<file path="config.mk">
export PLATFORM = sky130hd
export DESIGN_NAME = looping_playback_tick_generator_top_flat
export DESIGN_NICKNAME = d
export VERILOG_FILES = /design/src/hdl/lptg_pkg.sv /design/src/hdl/lptg_if.sv /design/src/hdl/lptg_mul.sv /design/src/hdl/lptg_div.sv /design/src/hdl/looping_playback_tick_generator_top.sv /design/src/flat_wrapper.sv
export SDC_FILE = /design/constraint.sdc
export NUM_CORES = 2
export LEC_CHECK = 0
export ABC_CLOCK_PERIOD_IN_PS = 5600
export BUFFER_PORTS_ARGS = -buffer_cell sky130_fd_sc_hd__buf_4
export CAP_MARGIN = 5
export CORE_MARGIN = 4
export CORE_UTILIZATION = 35
export CTS_BUF_LIST = sky130_fd_sc_hd__clkbuf_4 sky130_fd_sc_hd__clkbuf_8
export CTS_CLUSTER_SIZE = 24
export DETAILED_ROUTE_END_ITERATION = 6
export PLACE_DENSITY = 0.62
export SLEW_MARGIN = 20
export SYNTH_ARGS = -nofsm -noshare
export SYNTH_HDL_FRONTEND = slang
export SYNTH_SLANG_ARGS = --single-unit
</file>
<file path="constraint.sdc">
create_clock -name clk -period 5.6 [get_ports clk]
set_clock_uncertainty 0.15 [all_clocks]
set_input_delay 0.84 -clock clk [delete_from_list [all_inputs] [get_ports clk]]
set_output_delay 0.84 -clock clk [all_outputs]
set_load 0.005 [all_outputs]
</file>
<file path="src/hdl/lptg_pkg.sv">
// Shared constants and types for the looping playback tick generator.
`default_nettype none
package lptg_pkg;

    localparam int TIME_BITS_DEF = 48;     // wall-time arithmetic width
    localparam int NOW_W         = 48;     // now_msecs field
    localparam int MODE_W        = 2;
    localparam int TICK_W        = 32;
    localparam int RATE_W        = 16;

    localparam int CFG_W         = 32;
    localparam int CFG_IDX_W     = 3;

    localparam int MS_PER_S      = 1000;
    localparam int RESYNC_SECS   = 30;
    localparam int SAT_EXP       = 46;     // elapsed ms of 2^46 or more scale to 2^46 ticks

    // serial arithmetic units
    localparam int MUL_A_W       = SAT_EXP;
    localparam int MUL_B_W       = RATE_W;
    localparam int DVD_W         = MUL_A_W + MUL_B_W;
    localparam int DVS_W         = TICK_W;

    // register map
    localparam logic [CFG_IDX_W-1:0] CFG_TICK_RATE   = 3'd0;
    localparam logic [CFG_IDX_W-1:0] CFG_LOOP_ENABLE = 3'd1;
    localparam logic [CFG_IDX_W-1:0] CFG_LOOP_START  = 3'd2;
    localparam logic [CFG_IDX_W-1:0] CFG_LOOP_END    = 3'd3;
    localparam logic [CFG_IDX_W-1:0] CFG_START_TICK  = 3'd4;

    typedef enum logic [MODE_W-1:0] {
        MODE_UPDATE = 2'd0,
        MODE_START  = 2'd1,
        MODE_STOP   = 2'd2
    } mode_t;

endpackage
`default_nettype wire

</file>
<file path="src/hdl/lptg_if.sv">
// Valid/ready channel interfaces for command items and tick results.
`default_nettype none
interface lptg_in_if;
    logic                             valid;
    logic                             ready;
    logic [lptg_pkg::MODE_W-1:0]      mode;
    logic [lptg_pkg::NOW_W-1:0]       now_msecs;

    modport source (output valid, mode, now_msecs, input ready);
    modport sink   (input valid, mode, now_msecs, output ready);
endinterface

interface lptg_out_if;
    logic                             valid;
    logic                             ready;
    logic                             tick_valid;
    logic signed [lptg_pkg::TICK_W-1:0] tick_value;
    logic                             stop_request;

    modport source (output valid, tick_valid, tick_value, stop_request, input ready);
    modport sink   (input valid, tick_valid, tick_value, stop_request, output ready);
endinterface
`default_nettype wire

</file>
<file path="src/hdl/lptg_mul.sv">
// Serial shift-add multiplier, one multiplier bit per cycle.
`default_nettype none
module lptg_mul #(
    parameter int A_W = lptg_pkg::MUL_A_W,
    parameter int B_W = lptg_pkg::MUL_B_W
) (
    input  wire logic               clk,
    input  wire logic               rst_n,
    input  wire logic               start,
    input  wire logic [A_W-1:0]     a,
    input  wire logic [B_W-1:0]     b,
    output logic                    done,
    output logic [A_W+B_W-1:0]      product
);
    import lptg_pkg::*;

    localparam int CNT_W = $clog2(B_W + 1);

    logic [A_W-1:0]   a_reg;
    logic [A_W-1:0]   hi_reg;
    logic [B_W-1:0]   lo_reg;
    logic [CNT_W-1:0] cnt_reg;
    logic             busy_reg;
    logic             done_reg;
    logic [A_W:0]     sum;

    assign sum = {1'b0, hi_reg} + (lo_reg[0] ? {1'b0, a_reg} : '0);

    always_ff @(posedge clk or negedge rst_n)
    begin
        if (!rst_n)
        begin
            a_reg    <= '0;
            hi_reg   <= '0;
            lo_reg   <= '0;
            cnt_reg  <= '0;
            busy_reg <= 1'b0;
            done_reg <= 1'b0;
        end
        else
        begin
            done_reg <= 1'b0;
            if (start)
            begin
                a_reg    <= a;
                hi_reg   <= '0;
                lo_reg   <= b;
                cnt_reg  <= CNT_W'(B_W);
                busy_reg <= 1'b1;
            end
            else if (busy_reg)
            begin
                hi_reg  <= sum[A_W:1];
                lo_reg  <= {sum[0], lo_reg[B_W-1:1]};
                cnt_reg <= cnt_reg - CNT_W'(1);
                if (cnt_reg == CNT_W'(1))
                begin
                    busy_reg <= 1'b0;
                    done_reg <= 1'b1;
                end
            end
        end
    end

    assign done    = done_reg;
    assign product = {hi_reg, lo_reg};

endmodule
`default_nettype wire

</file>
<file path="src/hdl/lptg_div.sv">
// Serial restoring divider, one quotient bit per cycle.
`default_nettype none
module lptg_div #(
    parameter int DVD_W = lptg_pkg::DVD_W,
    parameter int DVS_W = lptg_pkg::DVS_W
) (
    input  wire logic                       clk,
    input  wire logic                       rst_n,
    input  wire logic                       start,
    input  wire logic [DVD_W-1:0]           dividend,   // left aligned
    input  wire logic [DVS_W-1:0]           divisor,
    input  wire logic [$clog2(DVD_W+1)-1:0] count,      // quotient bits wanted
    output logic                            done,
    output logic [DVD_W-1:0]                quotient,   // low count bits valid
    output logic [DVS_W-1:0]                remainder
);
    import lptg_pkg::*;

    localparam int CNT_W = $clog2(DVD_W + 1);

    logic [DVD_W-1:0] dvd_reg;
    logic [DVS_W-1:0] dvs_reg;
    logic [DVS_W-1:0] rem_reg;
    logic [CNT_W-1:0] cnt_reg;
    logic             busy_reg;
    logic             done_reg;

    logic [DVS_W:0]   shifted;
    logic [DVS_W:0]   trial;
    logic             fits;

    assign shifted = {rem_reg, dvd_reg[DVD_W-1]};
    assign fits    = shifted >= {1'b0, dvs_reg};
    assign trial   = shifted - {1'b0, dvs_reg};

    always_ff @(posedge clk or negedge rst_n)
    begin
        if (!rst_n)
        begin
            dvd_reg  <= '0;
            dvs_reg  <= '0;
            rem_reg  <= '0;
            cnt_reg  <= '0;
            busy_reg <= 1'b0;
            done_reg <= 1'b0;
        end
        else
        begin
            done_reg <= 1'b0;
            if (start)
            begin
                dvd_reg  <= dividend;
                dvs_reg  <= divisor;
                rem_reg  <= '0;
                cnt_reg  <= count;
                busy_reg <= 1'b1;
            end
            else if (busy_reg)
            begin
                dvd_reg <= {dvd_reg[DVD_W-2:0], fits};
                rem_reg <= fits ? trial[DVS_W-1:0] : shifted[DVS_W-1:0];
                cnt_reg <= cnt_reg - CNT_W'(1);
                if (cnt_reg == CNT_W'(1))
                begin
                    busy_reg <= 1'b0;
                    done_reg <= 1'b1;
                end
            end
        end
    end

    assign done      = done_reg;
    assign quotient  = dvd_reg;
    assign remainder = rem_reg;

endmodule
`default_nettype wire

</file>
<file path="src/hdl/looping_playback_tick_generator_top.sv">
// Start, stop, unused modes and updates while stopped go from idle straight to the finish state
// and the output register; a time update runs the serial multiply by the rate and the serial
// divide by 1000; a resync adds a multiply by 1000 and a divide by the rate, a loop wrap a modulo divide.
// Throughput: one transfer at a time; the next command is taken once the result is
// registered, even while that result still waits on the output side.
// Reset: asynchronous, active low; clears registers, playback state and the output.
`default_nettype none
module looping_playback_tick_generator_top #(
    parameter int TIME_BITS = lptg_pkg::TIME_BITS_DEF
) (
    input  wire logic                            clk,
    input  wire logic                            rst_n,
    lptg_in_if.sink                              req,
    lptg_out_if.source                           rsp,
    input  wire logic                            cfg_write,
    input  wire logic [lptg_pkg::CFG_IDX_W-1:0]  cfg_index,
    input  wire logic [lptg_pkg::CFG_W-1:0]      cfg_data
);
    import lptg_pkg::*;

    localparam int DIV_CNT_W = $clog2(DVD_W + 1);
    localparam int SUM_W     = DVD_W + 2;
    localparam int LIM_W     = RATE_W + 6;         // holds 30 * rate
    localparam int BACK_W    = TICK_W + 10;        // |tick delta| * 1000
    localparam logic [DVD_W-1:0] SAT_SCALED =
        {{(DVD_W-SAT_EXP-1){1'b0}}, 1'b1, {SAT_EXP{1'b0}}};
    localparam logic signed [TICK_W-1:0] TICK_MAX = {1'b0, {(TICK_W-1){1'b1}}};
    localparam logic signed [TICK_W-1:0] TICK_MIN = {1'b1, {(TICK_W-1){1'b0}}};

    // sequencer: elapsed time -> scale -> resync check -> loop check -> commit
    typedef enum logic [4:0] {
        S_IDLE,
        S_DIFF,     // now - origin
        S_MAG,      // sign and magnitude of the difference
        S_SCALE,    // zero rate / clamp / launch multiply
        S_MUL_T,    // ms * rate
        S_DIV_T,    // / 1000
        S_SUM,      // start_tick +/- scaled, saturated
        S_JUMP,     // fresh - last
        S_CHECK,    // compare against 30 s of ticks
        S_BACK_D,   // last - start
        S_BACK_M,   // |last - start| * 1000
        S_MUL_B,
        S_DIV_B,    // / rate
        S_ORIGIN,   // move origin to hold the tick
        S_LOOP,     // loop end handling
        S_MOD,      // wrap by modulo
        S_COMMIT,
        S_FINISH    // wait for the output register
    } state_t;

    state_t                      state_reg;

    // configuration
    logic [RATE_W-1:0]           rate_reg;
    logic                        loop_en_reg;
    logic signed [TICK_W-1:0]    loop_start_reg;
    logic signed [TICK_W-1:0]    loop_end_reg;
    logic signed [TICK_W-1:0]    start_tick_reg;

    // playback state
    logic                        playing_reg;
    logic [TIME_BITS-1:0]        origin_reg;
    logic signed [TICK_W-1:0]    last_reg;

    // working registers
    logic [TIME_BITS-1:0]        now_reg;
    logic [TIME_BITS-1:0]        mag_reg;
    logic                        neg_reg;
    logic [DVD_W-1:0]            scaled_reg;
    logic signed [TICK_W-1:0]    fresh_reg;
    logic signed [TICK_W:0]      delta_reg;
    logic                        res_valid_reg;
    logic                        res_stop_reg;

    // output register
    logic                        out_valid_reg;
    logic                        out_tick_valid_reg;
    logic signed [TICK_W-1:0]    out_tick_reg;
    logic                        out_stop_reg;
    logic                        out_load;

    // serial units
    logic                        mul_start;
    logic [MUL_A_W-1:0]          mul_a;
    logic [MUL_B_W-1:0]          mul_b;
    logic                        mul_done;
    logic [DVD_W-1:0]            mul_product;
    logic                        div_start;
    logic [DVD_W-1:0]            div_dvd;
    logic [DVS_W-1:0]            div_dvs;
    logic [DIV_CNT_W-1:0]        div_cnt;
    logic                        div_done;
    logic [DVD_W-1:0]            div_quo;
    logic [DVS_W-1:0]            div_rem;

    // datapath
    logic [63:0]                 mag_ext;
    logic                        mag_sat;
    logic [SUM_W-1:0]            start_ext;
    logic [SUM_W-1:0]            scaled_ext;
    logic [SUM_W-1:0]            sum;
    logic [SUM_W-TICK_W:0]       sum_top;
    logic signed [TICK_W-1:0]    sum_sat;
    logic [LIM_W-1:0]            lim;
    logic signed [TICK_W:0]      lim_s;
    logic                        big_jump;
    logic [TICK_W:0]             delta_mag;
    logic                        past_end;
    logic                        wrap_go;
    logic signed [TICK_W:0]      off;
    logic signed [TICK_W:0]      dur;
    logic [BACK_W-1:0]           back_q;

    lptg_mul #(
        .A_W (MUL_A_W),
        .B_W (MUL_B_W)
    ) u_mul (
        .clk     (clk),
        .rst_n   (rst_n),
        .start   (mul_start),
        .a       (mul_a),
        .b       (mul_b),
        .done    (mul_done),
        .product (mul_product)
    );

    lptg_div #(
        .DVD_W (DVD_W),
        .DVS_W (DVS_W)
    ) u_div (
        .clk       (clk),
        .rst_n     (rst_n),
        .start     (div_start),
        .dividend  (div_dvd),
        .divisor   (div_dvs),
        .count     (div_cnt),
        .done      (div_done),
        .quotient  (div_quo),
        .remainder (div_rem)
    );

    // elapsed magnitude of 2^46 ms or more saturates the scaled ticks to 2^46
    assign mag_ext = 64'(mag_reg);
    assign mag_sat = |mag_ext[63:SAT_EXP];

    // start_tick +/- scaled ticks, saturated to 32 bits signed
    assign start_ext  = {{(SUM_W-TICK_W){start_tick_reg[TICK_W-1]}}, start_tick_reg};
    assign scaled_ext = SUM_W'(scaled_reg);
    assign sum        = neg_reg ? start_ext - scaled_ext : start_ext + scaled_ext;
    assign sum_top    = sum[SUM_W-1:TICK_W-1];

    always_comb
    begin
        if ((&sum_top) || !(|sum_top))
            sum_sat = sum[TICK_W-1:0];
        else if (sum[SUM_W-1])
            sum_sat = TICK_MIN;
        else
            sum_sat = TICK_MAX;
    end

    // resync threshold: 30 s worth of ticks = 32r - 2r
    assign lim      = (LIM_W'(rate_reg) << 5) - (LIM_W'(rate_reg) << 1);
    assign lim_s    = {{(TICK_W+1-LIM_W){1'b0}}, lim};
    assign big_jump = (delta_reg > lim_s) || (delta_reg < -lim_s);

    assign delta_mag = delta_reg[TICK_W] ? unsigned'(-delta_reg) : unsigned'(delta_reg);

    // loop end: fresh sits in [loop_end, 2^31) so both differences are non-negative
    assign past_end = (loop_end_reg > 0) && (fresh_reg >= loop_end_reg);
    assign wrap_go  = past_end && loop_en_reg && (loop_end_reg > loop_start_reg);
    assign off      = {fresh_reg[TICK_W-1], fresh_reg}
                    - {loop_start_reg[TICK_W-1], loop_start_reg};
    assign dur      = {loop_end_reg[TICK_W-1], loop_end_reg}
                    - {loop_start_reg[TICK_W-1], loop_start_reg};

    assign back_q = div_quo[BACK_W-1:0];

    // output register takes a new result when empty or when its transfer completes
    assign out_load = (state_reg == S_FINISH) && (!out_valid_reg || rsp.ready);

    // unit launches; each unit latches its operands on start
    always_comb
    begin
        mul_start = 1'b0;
        mul_a     = MUL_A_W'(delta_mag);
        mul_b     = MUL_B_W'(MS_PER_S);
        div_start = 1'b0;
        div_dvd   = mul_product;
        div_dvs   = DVS_W'(MS_PER_S);
        div_cnt   = DIV_CNT_W'(DVD_W);
        unique case (state_reg)
            S_SCALE:
            begin
                mul_start = (rate_reg != '0) && !mag_sat;
                mul_a     = mag_ext[MUL_A_W-1:0];
                mul_b     = rate_reg;
            end
            S_BACK_M:
            begin
                mul_start = 1'b1;
            end
            S_MUL_T:
            begin
                div_start = mul_done;
            end
            S_MUL_B:
            begin
                div_start = mul_done;
                div_dvd   = {mul_product[BACK_W-1:0], {(DVD_W-BACK_W){1'b0}}};
                div_dvs   = DVS_W'(rate_reg);
                div_cnt   = DIV_CNT_W'(BACK_W);
            end
            S_LOOP:
            begin
                div_start = wrap_go;
                div_dvd   = {off[DVS_W-1:0], {(DVD_W-DVS_W){1'b0}}};
                div_dvs   = dur[DVS_W-1:0];
                div_cnt   = DIV_CNT_W'(DVS_W);
            end
            default:
            begin
            end
        endcase
    end

    always_ff @(posedge clk or negedge rst_n)
    begin
        if (!rst_n)
        begin
            state_reg          <= S_IDLE;
            rate_reg           <= '0;
            loop_en_reg        <= 1'b0;
            loop_start_reg     <= '0;
            loop_end_reg       <= '0;
            start_tick_reg     <= '0;
            playing_reg        <= 1'b0;
            origin_reg         <= '0;
            last_reg           <= '0;
            now_reg            <= '0;
            mag_reg            <= '0;
            neg_reg            <= 1'b0;
            scaled_reg         <= '0;
            fresh_reg          <= '0;
            delta_reg          <= '0;
            res_valid_reg      <= 1'b0;
            res_stop_reg       <= 1'b0;
            out_valid_reg      <= 1'b0;
            out_tick_valid_reg <= 1'b0;
            out_tick_reg       <= '0;
            out_stop_reg       <= 1'b0;
        end
        else
        begin
            // configuration writes: the user must issue them only while idle; the block does not enforce it
            if (cfg_write)
            begin
                unique case (cfg_index)
                    CFG_TICK_RATE:   rate_reg       <= cfg_data[RATE_W-1:0];
                    CFG_LOOP_ENABLE: loop_en_reg    <= cfg_data[0];
                    CFG_LOOP_START:  loop_start_reg <= cfg_data[TICK_W-1:0];
                    CFG_LOOP_END:    loop_end_reg   <= cfg_data[TICK_W-1:0];
                    CFG_START_TICK:  start_tick_reg <= cfg_data[TICK_W-1:0];
                    default:
                    begin
                    end
                endcase
            end

            if (out_load)
                out_valid_reg <= 1'b1;
            else if (rsp.valid && rsp.ready)
                out_valid_reg <= 1'b0;

            unique case (state_reg)
                S_IDLE:
                begin
                    if (req.valid)
                    begin
                        res_valid_reg <= 1'b0;
                        res_stop_reg  <= 1'b0;
                        now_reg       <= TIME_BITS'(req.now_msecs);
                        unique case (mode_t'(req.mode))
                            MODE_START:
                            begin
                                origin_reg  <= TIME_BITS'(req.now_msecs);
                                last_reg    <= start_tick_reg;
                                playing_reg <= 1'b1;
                                state_reg   <= S_FINISH;
                            end
                            MODE_STOP:
                            begin
                                playing_reg <= 1'b0;
                                state_reg   <= S_FINISH;
                            end
                            MODE_UPDATE:
                            begin
                                state_reg <= playing_reg ? S_DIFF : S_FINISH;
                            end
                            default:
                            begin
                                state_reg <= S_FINISH;
                            end
                        endcase
                    end
                end
                S_DIFF:
                begin
                    mag_reg   <= now_reg - origin_reg;
                    state_reg <= S_MAG;
                end
                S_MAG:
                begin
                    // difference wraps modulo 2^TIME_BITS and reads as signed
                    neg_reg   <= mag_reg[TIME_BITS-1];
                    mag_reg   <= mag_reg[TIME_BITS-1] ? -mag_reg : mag_reg;
                    state_reg <= S_SCALE;
                end
                S_SCALE:
                begin
                    if (rate_reg == '0)
                    begin
                        scaled_reg <= '0;
                        state_reg  <= S_SUM;
                    end
                    else if (mag_sat)
                    begin
                        scaled_reg <= SAT_SCALED;
                        state_reg  <= S_SUM;
                    end
                    else
                        state_reg <= S_MUL_T;
                end
                S_MUL_T:
                begin
                    if (mul_done)
                        state_reg <= S_DIV_T;
                end
                S_DIV_T:
                begin
                    if (div_done)
                    begin
                        scaled_reg <= div_quo;
                        state_reg  <= S_SUM;
                    end
                end
                S_SUM:
                begin
                    fresh_reg <= sum_sat;
                    state_reg <= S_JUMP;
                end
                S_JUMP:
                begin
                    delta_reg <= {fresh_reg[TICK_W-1], fresh_reg}
                               - {last_reg[TICK_W-1], last_reg};
                    state_reg <= S_CHECK;
                end
                S_CHECK:
                begin
                    if (big_jump)
                    begin
                        // hold the tick; move the origin only for a nonzero rate
                        fresh_reg <= last_reg;
                        state_reg <= (rate_reg != '0) ? S_BACK_D : S_LOOP;
                    end
                    else
                        state_reg <= S_LOOP;
                end
                S_BACK_D:
                begin
                    delta_reg <= {last_reg[TICK_W-1], last_reg}
                               - {start_tick_reg[TICK_W-1], start_tick_reg};
                    state_reg <= S_BACK_M;
                end
                S_BACK_M:
                begin
                    neg_reg   <= delta_reg[TICK_W];
                    state_reg <= S_MUL_B;
                end
                S_MUL_B:
                begin
                    if (mul_done)
                        state_reg <= S_DIV_B;
                end
                S_DIV_B:
                begin
                    if (div_done)
                        state_reg <= S_ORIGIN;
                end
                S_ORIGIN:
                begin
                    // back-off truncates toward zero: magnitude quotient, sign reapplied
                    origin_reg <= neg_reg ? now_reg + TIME_BITS'(back_q)
                                          : now_reg - TIME_BITS'(back_q);
                    state_reg  <= S_LOOP;
                end
                S_LOOP:
                begin
                    if (wrap_go)
                        state_reg <= S_MOD;
                    else
                    begin
                        if (past_end && !loop_en_reg)
                            res_stop_reg <= 1'b1;
                        state_reg <= S_COMMIT;
                    end
                end
                S_MOD:
                begin
                    if (div_done)
                    begin
                        fresh_reg <= loop_start_reg + signed'(div_rem);
                        state_reg <= S_COMMIT;
                    end
                end
                S_COMMIT:
                begin
                    if (fresh_reg != last_reg)
                    begin
                        last_reg      <= fresh_reg;
                        res_valid_reg <= 1'b1;
                    end
                    state_reg <= S_FINISH;
                end
                S_FINISH:
                begin
                    if (out_load)
                    begin
                        out_tick_valid_reg <= res_valid_reg;
                        out_tick_reg       <= last_reg;
                        out_stop_reg       <= res_stop_reg;
                        state_reg          <= S_IDLE;
                    end
                end
                default:
                begin
                    state_reg <= S_IDLE;
                end
            endcase
        end
    end

    assign req.ready        = (state_reg == S_IDLE);
    assign rsp.valid        = out_valid_reg;
    assign rsp.tick_valid   = out_tick_valid_reg;
    assign rsp.tick_value   = out_tick_reg;
    assign rsp.stop_request = out_stop_reg;

endmodule
`default_nettype wire

</file>
<file path="src/flat_wrapper.sv">
// flat-port wrapper written by rule: the top's interface ports become plain ports
module looping_playback_tick_generator_top_flat import lptg_pkg::*;
#(
    parameter int TIME_BITS = lptg_pkg::TIME_BITS_DEF
)
  (clk, rst_n, cfg_write, cfg_index, cfg_data, req_valid, req_mode, req_now_msecs, req_ready, rsp_valid, rsp_tick_valid, rsp_tick_value, rsp_stop_request, rsp_ready);
  lptg_in_if req_i ();
  lptg_out_if rsp_i ();
  input  wire logic clk;
  input  wire logic rst_n;
  input  wire logic cfg_write;
  input  wire logic [lptg_pkg::CFG_IDX_W-1:0] cfg_index;
  input  wire logic [lptg_pkg::CFG_W-1:0] cfg_data;
  input wire logic [$bits(req_i.valid)-1:0] req_valid;
  input wire logic [$bits(req_i.mode)-1:0] req_mode;
  input wire logic [$bits(req_i.now_msecs)-1:0] req_now_msecs;
  output wire logic [$bits(req_i.ready)-1:0] req_ready;
  output wire logic [$bits(rsp_i.valid)-1:0] rsp_valid;
  output wire logic [$bits(rsp_i.tick_valid)-1:0] rsp_tick_valid;
  output wire logic [$bits(rsp_i.tick_value)-1:0] rsp_tick_value;
  output wire logic [$bits(rsp_i.stop_request)-1:0] rsp_stop_request;
  input wire logic [$bits(rsp_i.ready)-1:0] rsp_ready;
  assign req_i.valid = req_valid;
  assign req_i.mode = req_mode;
  assign req_i.now_msecs = req_now_msecs;
  assign req_ready = req_i.ready;
  assign rsp_valid = rsp_i.valid;
  assign rsp_tick_valid = rsp_i.tick_valid;
  assign rsp_tick_value = rsp_i.tick_value;
  assign rsp_stop_request = rsp_i.stop_request;
  assign rsp_i.ready = rsp_ready;
  looping_playback_tick_generator_top #(.TIME_BITS(TIME_BITS)) u_core (.clk(clk), .rst_n(rst_n), .req(req_i), .rsp(rsp_i), .cfg_write(cfg_write), .cfg_index(cfg_index), .cfg_data(cfg_data));
endmodule
</file>
======== Yosys cells after proc, flatten, opt, wreduce, memory -nomap -nowiden ========
Cells that the tools add are included.
operators by class
  reduce and logical (&&, ||, !) cells .... 51
  order comparisons ....................... 6
  $add $sub $neg .......................... 18
  multiplexer cells ....................... 80
  eq/ne operators ......................... 40
operators by type and width
  cell                                                                   number
  32-bit 2-to-1 mux                                                      10
  62-bit 2-to-1 mux                                                      5
  62-bit one-hot mux with 2 select lines                                 2
  48-bit 2-to-1 mux                                                      4
  48-bit one-hot mux with 2 select lines                                 2
  46-bit 2-to-1 mux                                                      4
  32-bit one-hot mux with 2 select lines                                 2
  32-bit one-hot mux with 3 select lines                                 1
  32-bit subtractor                                                      3
  5-bit one-hot mux with 18 select lines                                 1
  5-bit 2-to-1 mux                                                       14
  33-bit one-hot mux with 2 select lines                                 1
  32-bit by 32-bit subtractor with 33-bit output                         2
  32-bit by 63-bit adder with 64-bit output                              1
  64-bit 2-to-1 mux                                                      1
  32-bit by 63-bit subtractor with 64-bit output                         1
  48-bit by 42-bit adder with 48-bit output                              1
  16-bit 2-to-1 mux                                                      3
  48-bit negation                                                        1
  48-bit by 42-bit subtractor with 48-bit output                         1
  48-bit subtractor                                                      1
  46-bit by 47-bit adder with 47-bit output                              1
  5-bit by 4-bit equality test with 1-bit output, second input constant  8
  33-bit by 32-bit greater-or-equal comparator with 1-bit output         1
  other kinds (49)                                                       124
word-level totals
  bits in registers ....................... 709
  input bits .............................. 90
  output and inout bits ................... 36

======== Logic depth before layout (Yosys ltp) ========
  word-level depth ........................ 7
  gate-level depth with buffers ........... 30

======== Cells and area by module ========
A second synthesis with hierarchy kept.
second synthesis, totals
  cell total of the unflattened synthesis .. 7257
  area, all modules ....................... 59303.1 um^2
modules (own cells, without submodules)
  module                               area each (um^2)  cells an instance  sequential area each (um^2)  times used
  looping_playback_tick_generator_top  43783.2           5598               11511.0                      1
  lptg_div                             8015.2            874                3353.2                       1
  lptg_mul                             7504.7            785                2877.8                       1

======== Least setup slack after synthesis ========
OpenSTA, ideal clock, no wires.
  kind .................................... flip-flop to flip-flop
  from .................................... register u_core.rate_reg[0]
  to ...................................... register u_core.state_reg[1]
  period minus slack after synthesis ...... 6.173 ns
  setup time .............................. 0.121 ns
  arrival time ............................ 5.902 ns
  path slack .............................. -0.573 ns
  path buffers ............................ 2
  cell stages (with the launch flop) ...... 31
  required time ........................... 5.329 ns
  cells stage by stage .................... dfrtp_1 clkbuf_1 inv_1 ha_1 nor4bb_1 o21ai_0 a21oi_1 o21ai_0 a21boi_0 o21ai_0 a21oi_1 and4b_1 a311oi_1 nor3b_1 nand4_1 clkbuf_1 nor3_1 ha_1 a21o_1 a21o_1 a21o_1 a21o_1 a21o_1 a221oi_1 a21oi_1 nand3_1 a21oi_1 or3_1 a21oi_1 o311ai_0 a22o_1
on the way
  word-level cells in the longest chain between the ends .. 6
RTL lines
  element                                         line                                        text
  start, declared                                 looping_playback_tick_generator_top.sv:55   logic [RATE_W-1:0] rate_reg;
  start signal, assigned                          looping_playback_tick_generator_top.sv:260  CFG_TICK_RATE: rate_reg <= cfg_data[RATE_W-1:0];
  21-bit by 17-bit subtractor with 22-bit output  looping_playback_tick_generator_top.sv:164  assign lim = (LIM_W'(rate_reg) << 5) - (LIM_W'(rate_reg) << 1);
  22-bit negation with 33-bit output              looping_playback_tick_generator_top.sv:166  assign big_jump = (delta_reg > lim_s) || (delta_reg < -lim_s);
  33-bit < comparator                             looping_playback_tick_generator_top.sv:166
  1-bit logical OR                                looping_playback_tick_generator_top.sv:166
  5-bit 2-to-1 mux                                looping_playback_tick_generator_top.sv:361  if (big_jump)
  5-bit one-hot mux with 18 select lines *        looping_playback_tick_generator_top.sv:276  unique case (state_reg)
  end signal, assigned                            looping_playback_tick_generator_top.sv:299  state_reg <= playing_reg ? S_DIFF : S_FINISH;
  end signal, assigned                            looping_playback_tick_generator_top.sv:365  state_reg <= (rate_reg != '0) ? S_BACK_D : S_LOOP;
  end, declared                                   looping_playback_tick_generator_top.sv:52   state_t state_reg;
Mark *: on every way between the ends. The rest lies on a longest branch, timed or not.
A chain may end at the register's enable or synchronous reset.

======== Final worst setup path ========
  from .................................... register u_core.scaled_reg[24]
  to ...................................... register u_core.fresh_reg[2]
on the way
  word-level cells in the longest chain between the ends .. 7
RTL lines
  element                                                                                                             line                                        text
  start, declared                                                                                                     looping_playback_tick_generator_top.sv:70   logic [DVD_W-1:0] scaled_reg;
  start signal, assigned                                                                                              looping_playback_tick_generator_top.sv:344  scaled_reg <= div_quo;
  32-bit by 63-bit adder with 64-bit output / 32-bit by 63-bit subtractor with 64-bit output (equally long branches)  looping_playback_tick_generator_top.sv:150  assign sum = neg_reg ? start_ext - scaled_ext : start_ext + scaled_ext;
  64-bit 2-to-1 mux *                                                                                                 looping_playback_tick_generator_top.sv:150
  33-bit OR reduction                                                                                                 looping_playback_tick_generator_top.sv:155  if ((&sum_top) || !(|sum_top))
  1-bit logical NOT                                                                                                   looping_playback_tick_generator_top.sv:155
  1-bit logical OR                                                                                                    looping_playback_tick_generator_top.sv:155
  32-bit 2-to-1 mux *                                                                                                 looping_playback_tick_generator_top.sv:155
  32-bit one-hot mux with 3 select lines *                                                                            looping_playback_tick_generator_top.sv:276
  end signal, assigned                                                                                                looping_playback_tick_generator_top.sv:350  fresh_reg <= sum_sat;
  end signal, assigned                                                                                                looping_playback_tick_generator_top.sv:364  fresh_reg <= last_reg;
  end signal, assigned                                                                                                looping_playback_tick_generator_top.sv:413  fresh_reg <= loop_start_reg + signed'(div_rem);
  end, declared                                                                                                       looping_playback_tick_generator_top.sv:71   logic signed [TICK_W-1:0] fresh_reg;
Marks and branches as above.

==> summary.md <==
| Metric | Value |
|---|---|
| Die Footprint | `about 170000 um^2` |
| Power Total | `between 40 and 50 mW` |
| Max Slew Vio Count | `0` |
| Pwr/cell area | `around 700 nW/um^2` |
| Die Width | `~410 um` |
| Cell Count, Final, Fillers Out | `between 10000 and 15000` |
| Synth warn | `0` |
| Async S/R FF share, synth | `100%` |
| Starting Density | `a little over a third` |
| CTS tree | `yes` |
| Final Setup Violations | `34` |
| Routability cong. | `just under 1` |
| Setup crit end kind | `flop` |
| Cell Area, Placed | `about 66000 um^2` |
| Hold Crit Start | `req_now_msecs[47]` |
| Clk slew on worst S/H paths | `0.06 ns` |
| Peak VDD IR | `between 500 and 600 uV` |
| Vias | `between 50000 and 60000` |
| Post-place setup slack | `-0.988 ns` |
| Worst min-delay path endpoint | `u_core.now_reg[47]$_DFFE_PN0P_` |
| Synth-to-layout area growth | `22.4%` |
| H-tree depth | `4` |
| Share of cells above drive strength 1 | `18.0%` |
| CP required | `roughly 6.2 ns` |
| Final-report hold violation count | `0` |
| Largest net degree at the start of global routing | `approximately 130` |
| Synth Flop Type | `dfrtp_1` |
| GR Overflow Total | `0` |
| Nets | `8356` |
| Setup WS post-layout | `-0.731 ns` |
| Buffers on Ports | `approximately 130` |
| Unrepaired setup endpoints after global routing | `yes` |
| Post-synth EDFFs | `0` |
| Initial antenna violation count | `12` |
| Worst Hold Class | `input port to flop` |
| CP max FO | `5` |
| CTS sink cnt | `slightly above 700` |
| Maximum clock frequency | `about 0.16 GHz` |
| P_leak | `between 30 and 40 nW` |
| CTS Buffer Depth | `3` |
| Violated checks | `setup timing` |
| DP HPWL | `~180000 um` |
| Reg2reg start | `u_core.scaled_reg[24]$_DFFE_PN0P_` |
| Placed Cells | `roughly 9700` |
| GRT Util Overall | `between 20% and 30%` |
| Clk root buf | `clkbuf_8` |
| Cell taking the most area after synthesis | `dfrtp_1` |
| Post-synthesis cell area | `57900 um^2` |
| Synth Instances | `approximately 7000` |
| Seq cells post-synth | `between 700 and 800` |
| Rel. slew slack | `approximately a quarter` |
| Core outline area | `roughly 160000 um^2` |
| Setup TNS | `-20.42 ns` |
| Syn Nets | `approximately 7700` |
| Minimum clock period | `6.33 ns` |
| Vias in the first global route | `about 55000` |
| Startpoint type of the worst setup path | `flop` |
| Total Routed Length | `approximately 230000 um` |
| Status | `complete, but fails checks` |
| Fin crit share | `113%` |
| Yosys top cell area share | `approximately 30%` |
| Sequential area share after synthesis | `a little over 30%` |
| Largest cells by area after synthesis | `dfrtp_1 (31%), ha_1 (11%), a21oi_1 (5.7%)` |
| First-pass GRT wire length | `about 340000 um` |
| Pre-antenna DRT Iters | `7` |
| Num CTS Buffers | `~140` |
| IO Pins | `roughly 130` |
| Slew @ Worst Pin | `approximately 1.1 ns` |
| Initial DRC Count | `around 5000` |
| Filler cells | `between 15000 and 20000` |
| R2R Path End | `u_core.fresh_reg[2]$_DFFE_PN0P_` |
| Reg2Reg Depth | `22` |
| Final Instance Area | `70900 um^2` |
| R2r setup slk | `-0.73 ns` |
| Mean post-synth cell area | `between 8 and 9 um^2` |
| Worst-Skew Late Latency | `between 0.8 and 0.9 ns` |
| FP Rows | `approximately 150` |
| WS Path Type | `flop to flop` |
| Max-cap viol count | `0` |
| Die Height | `between 400 and 500 um` |
| Hold path cells | `3` |
| Routed WL per cell | `around 23 um` |
| # DRC | `0` |
| Unique masters post-synth | `between 90 and 100` |
| Post-route ant nets | `0` |
| Vias per cell | `roughly 5.7` |
| Arr. time, crit path | `~7.0 ns` |
## where the power goes
group          switching, mW  internal [mW]  total [mW]  leakage, nW
Sequential              3.10           7.06        10.2         8.88
Clock                   2.54           3.38        5.91         1.59
Combinational           19.4           14.2        33.6         22.4
Total                   25.0           24.6        49.7         32.9
## Yosys cell counts, types with 28 or more instances
| cell type | count |
|---|---|
| nand2_1 | 741 |
| dfrtp_1 | 709 |
| a21oi_1 | 660 |
| o21ai_0 | 567 |
| nor2_1 | 535 |
| ha_1 | 502 |
| inv_1 | 382 |
| xnor2_1 | 292 |
| clkbuf_1 | 254 |
| a21o_1 | 208 |
| xor2_1 | 196 |
| mux2i_1 | 190 |
| nand3_1 | 159 |
| nor3_1 | 156 |
| nor2b_1 | 90 |
| nand4_1 | 89 |
| and2_1 | 82 |
| mux2_2 | 72 |
| a211oi_1 | 71 |
| o21a_1 | 70 |
| a22o_1 | 67 |
| nand2b_1 | 67 |
| a31oi_1 | 64 |
| and3_1 | 64 |
| o31ai_1 | 54 |
| o21bai_1 | 50 |
| nor4_1 | 49 |
| a221oi_1 | 46 |
| or3_1 | 44 |
| a22oi_1 | 40 |
| buf_1 | 39 |
| o211ai_1 | 34 |
| o22ai_1 | 29 |
| or4_1 | 29 |
| o21ai_1 | 28 |
## per-stage QoR
stage	hold WS, ns	utilization (%)
final	0.0718	43.0
after global routing	0.0309	43.0
after CTS	0.00146	42.4
after detailed placement	0.300	39.9
after global placement	0.293	39.9
after floorplan	0.280	-
## cells by family (layout without fill, tap and decap cells)
family / count (synthesis) / in the layout / synth area share (%)
AO/OA/AOI/OAI: 2198 / 2200 / 23.7
XOR/XNOR: 488 / 488 / 7.38
adder cells (fa/ha/maj): 512 / 512 / 11.2
buffers and inverters: 697 / 1489 / 4.59
flip-flops: 709 / 709 / 30.6
multiplexers: 262 / 262 / 4.68
other: 0 / 7 / 0
AND/OR/NAND/NOR: 2194 / 2194 / 17.8
## cells in the final DEF, fill, tap and decap left out, types with 136 or more instances in the layout
master    Yosys  final
a21oi_1     660    628
mux2i_1     190    190
buf_4         2    785
inv_1       382    379
xor2_1      196    192
nor2_1      535    516
xnor2_1     292    286
a21o_1      208    208
clkbuf_8      0    164
nor3_1      156    136
dfrtp_1     709    705
nand2_1     741    722
o21ai_0     567    546
nand3_1     159    150
ha_1        502    499
## timing repair
item,4_1_cts,5_1_grt
hold buffers,45,0
cloned,3,1
resized for setup,108,153
setup endpoints to repair,37,43
pin swaps,49,72
endpoints found under the hold margin,127,0
buffers inserted,29,24
## how the worst max path moves through the flow
stage	from	endpoint	slack, ns	depth (start not counted)
after floorplan	u_core.scaled_reg[24]$_DFFE_PN0P_	u_core.fresh_reg[17]$_DFFE_PN0P_	-0.19	21
after global placement	u_core.scaled_reg[13]$_DFFE_PN0P_	u_core.fresh_reg[26]$_DFFE_PN0P_	-0.95	21
after detailed placement	u_core.scaled_reg[19]$_DFFE_PN0P_	u_core.fresh_reg[27]$_DFFE_PN0P_	-0.99	20
after CTS	u_core.scaled_reg[13]$_DFFE_PN0P_	u_core.fresh_reg[2]$_DFFE_PN0P_	-0.57	24
after global routing	u_core.scaled_reg[24]$_DFFE_PN0P_	u_core.fresh_reg[2]$_DFFE_PN0P_	-0.96	25
final	u_core.scaled_reg[24]$_DFFE_PN0P_	u_core.fresh_reg[2]$_DFFE_PN0P_	-0.73	22
## cell type report
type	instances	area, um^2	area share, %
inverters	384	1440	2.03
repair buffers	867	6910	9.75
well taps	2189	2740	3.86
multi-input cells	5656	39000	55.0
diodes	7	17.5	0.0247
clock buffers	186	2420	3.42
clock inverters	52	634	0.895
flip-flops and latches	709	17800	25.0
## worst max-delay path: stages, from the launching register on
cell	delay, ns
dfrtp_1	0.37
or4_4	0.56
nor4_4	0.26
buf_4	0.16
nand4_1	0.14
nor4_2	0.30
buf_4	0.20
nor2_1	0.05
xnor2_1	0.13
ha_1	0.34
nand2_1	0.08
o21ai_2	0.18
a211oi_1	0.12
o31ai_2	0.42
nor3_1	0.08
a221o_1	0.35
or4b_1	0.51
or4_1	0.42
or4_4	0.59
o31ai_4	0.35
nand2b_4	0.13
buf_12	0.16
o221ai_2	0.15
## per-layer routing
metal,GRT usage [%],wire [um],up-vias,part of all wire [%]
li1,-,-,26900,-
met1,34.7,98800,27600,43
met2,39.8,100000,2264,44
met3,3.99,17800,472,7.8
met4,11.3,11700,4,5.1
met5,0,21,-,0.0092
Note: power is estimated with default switching activity, not from simulation.
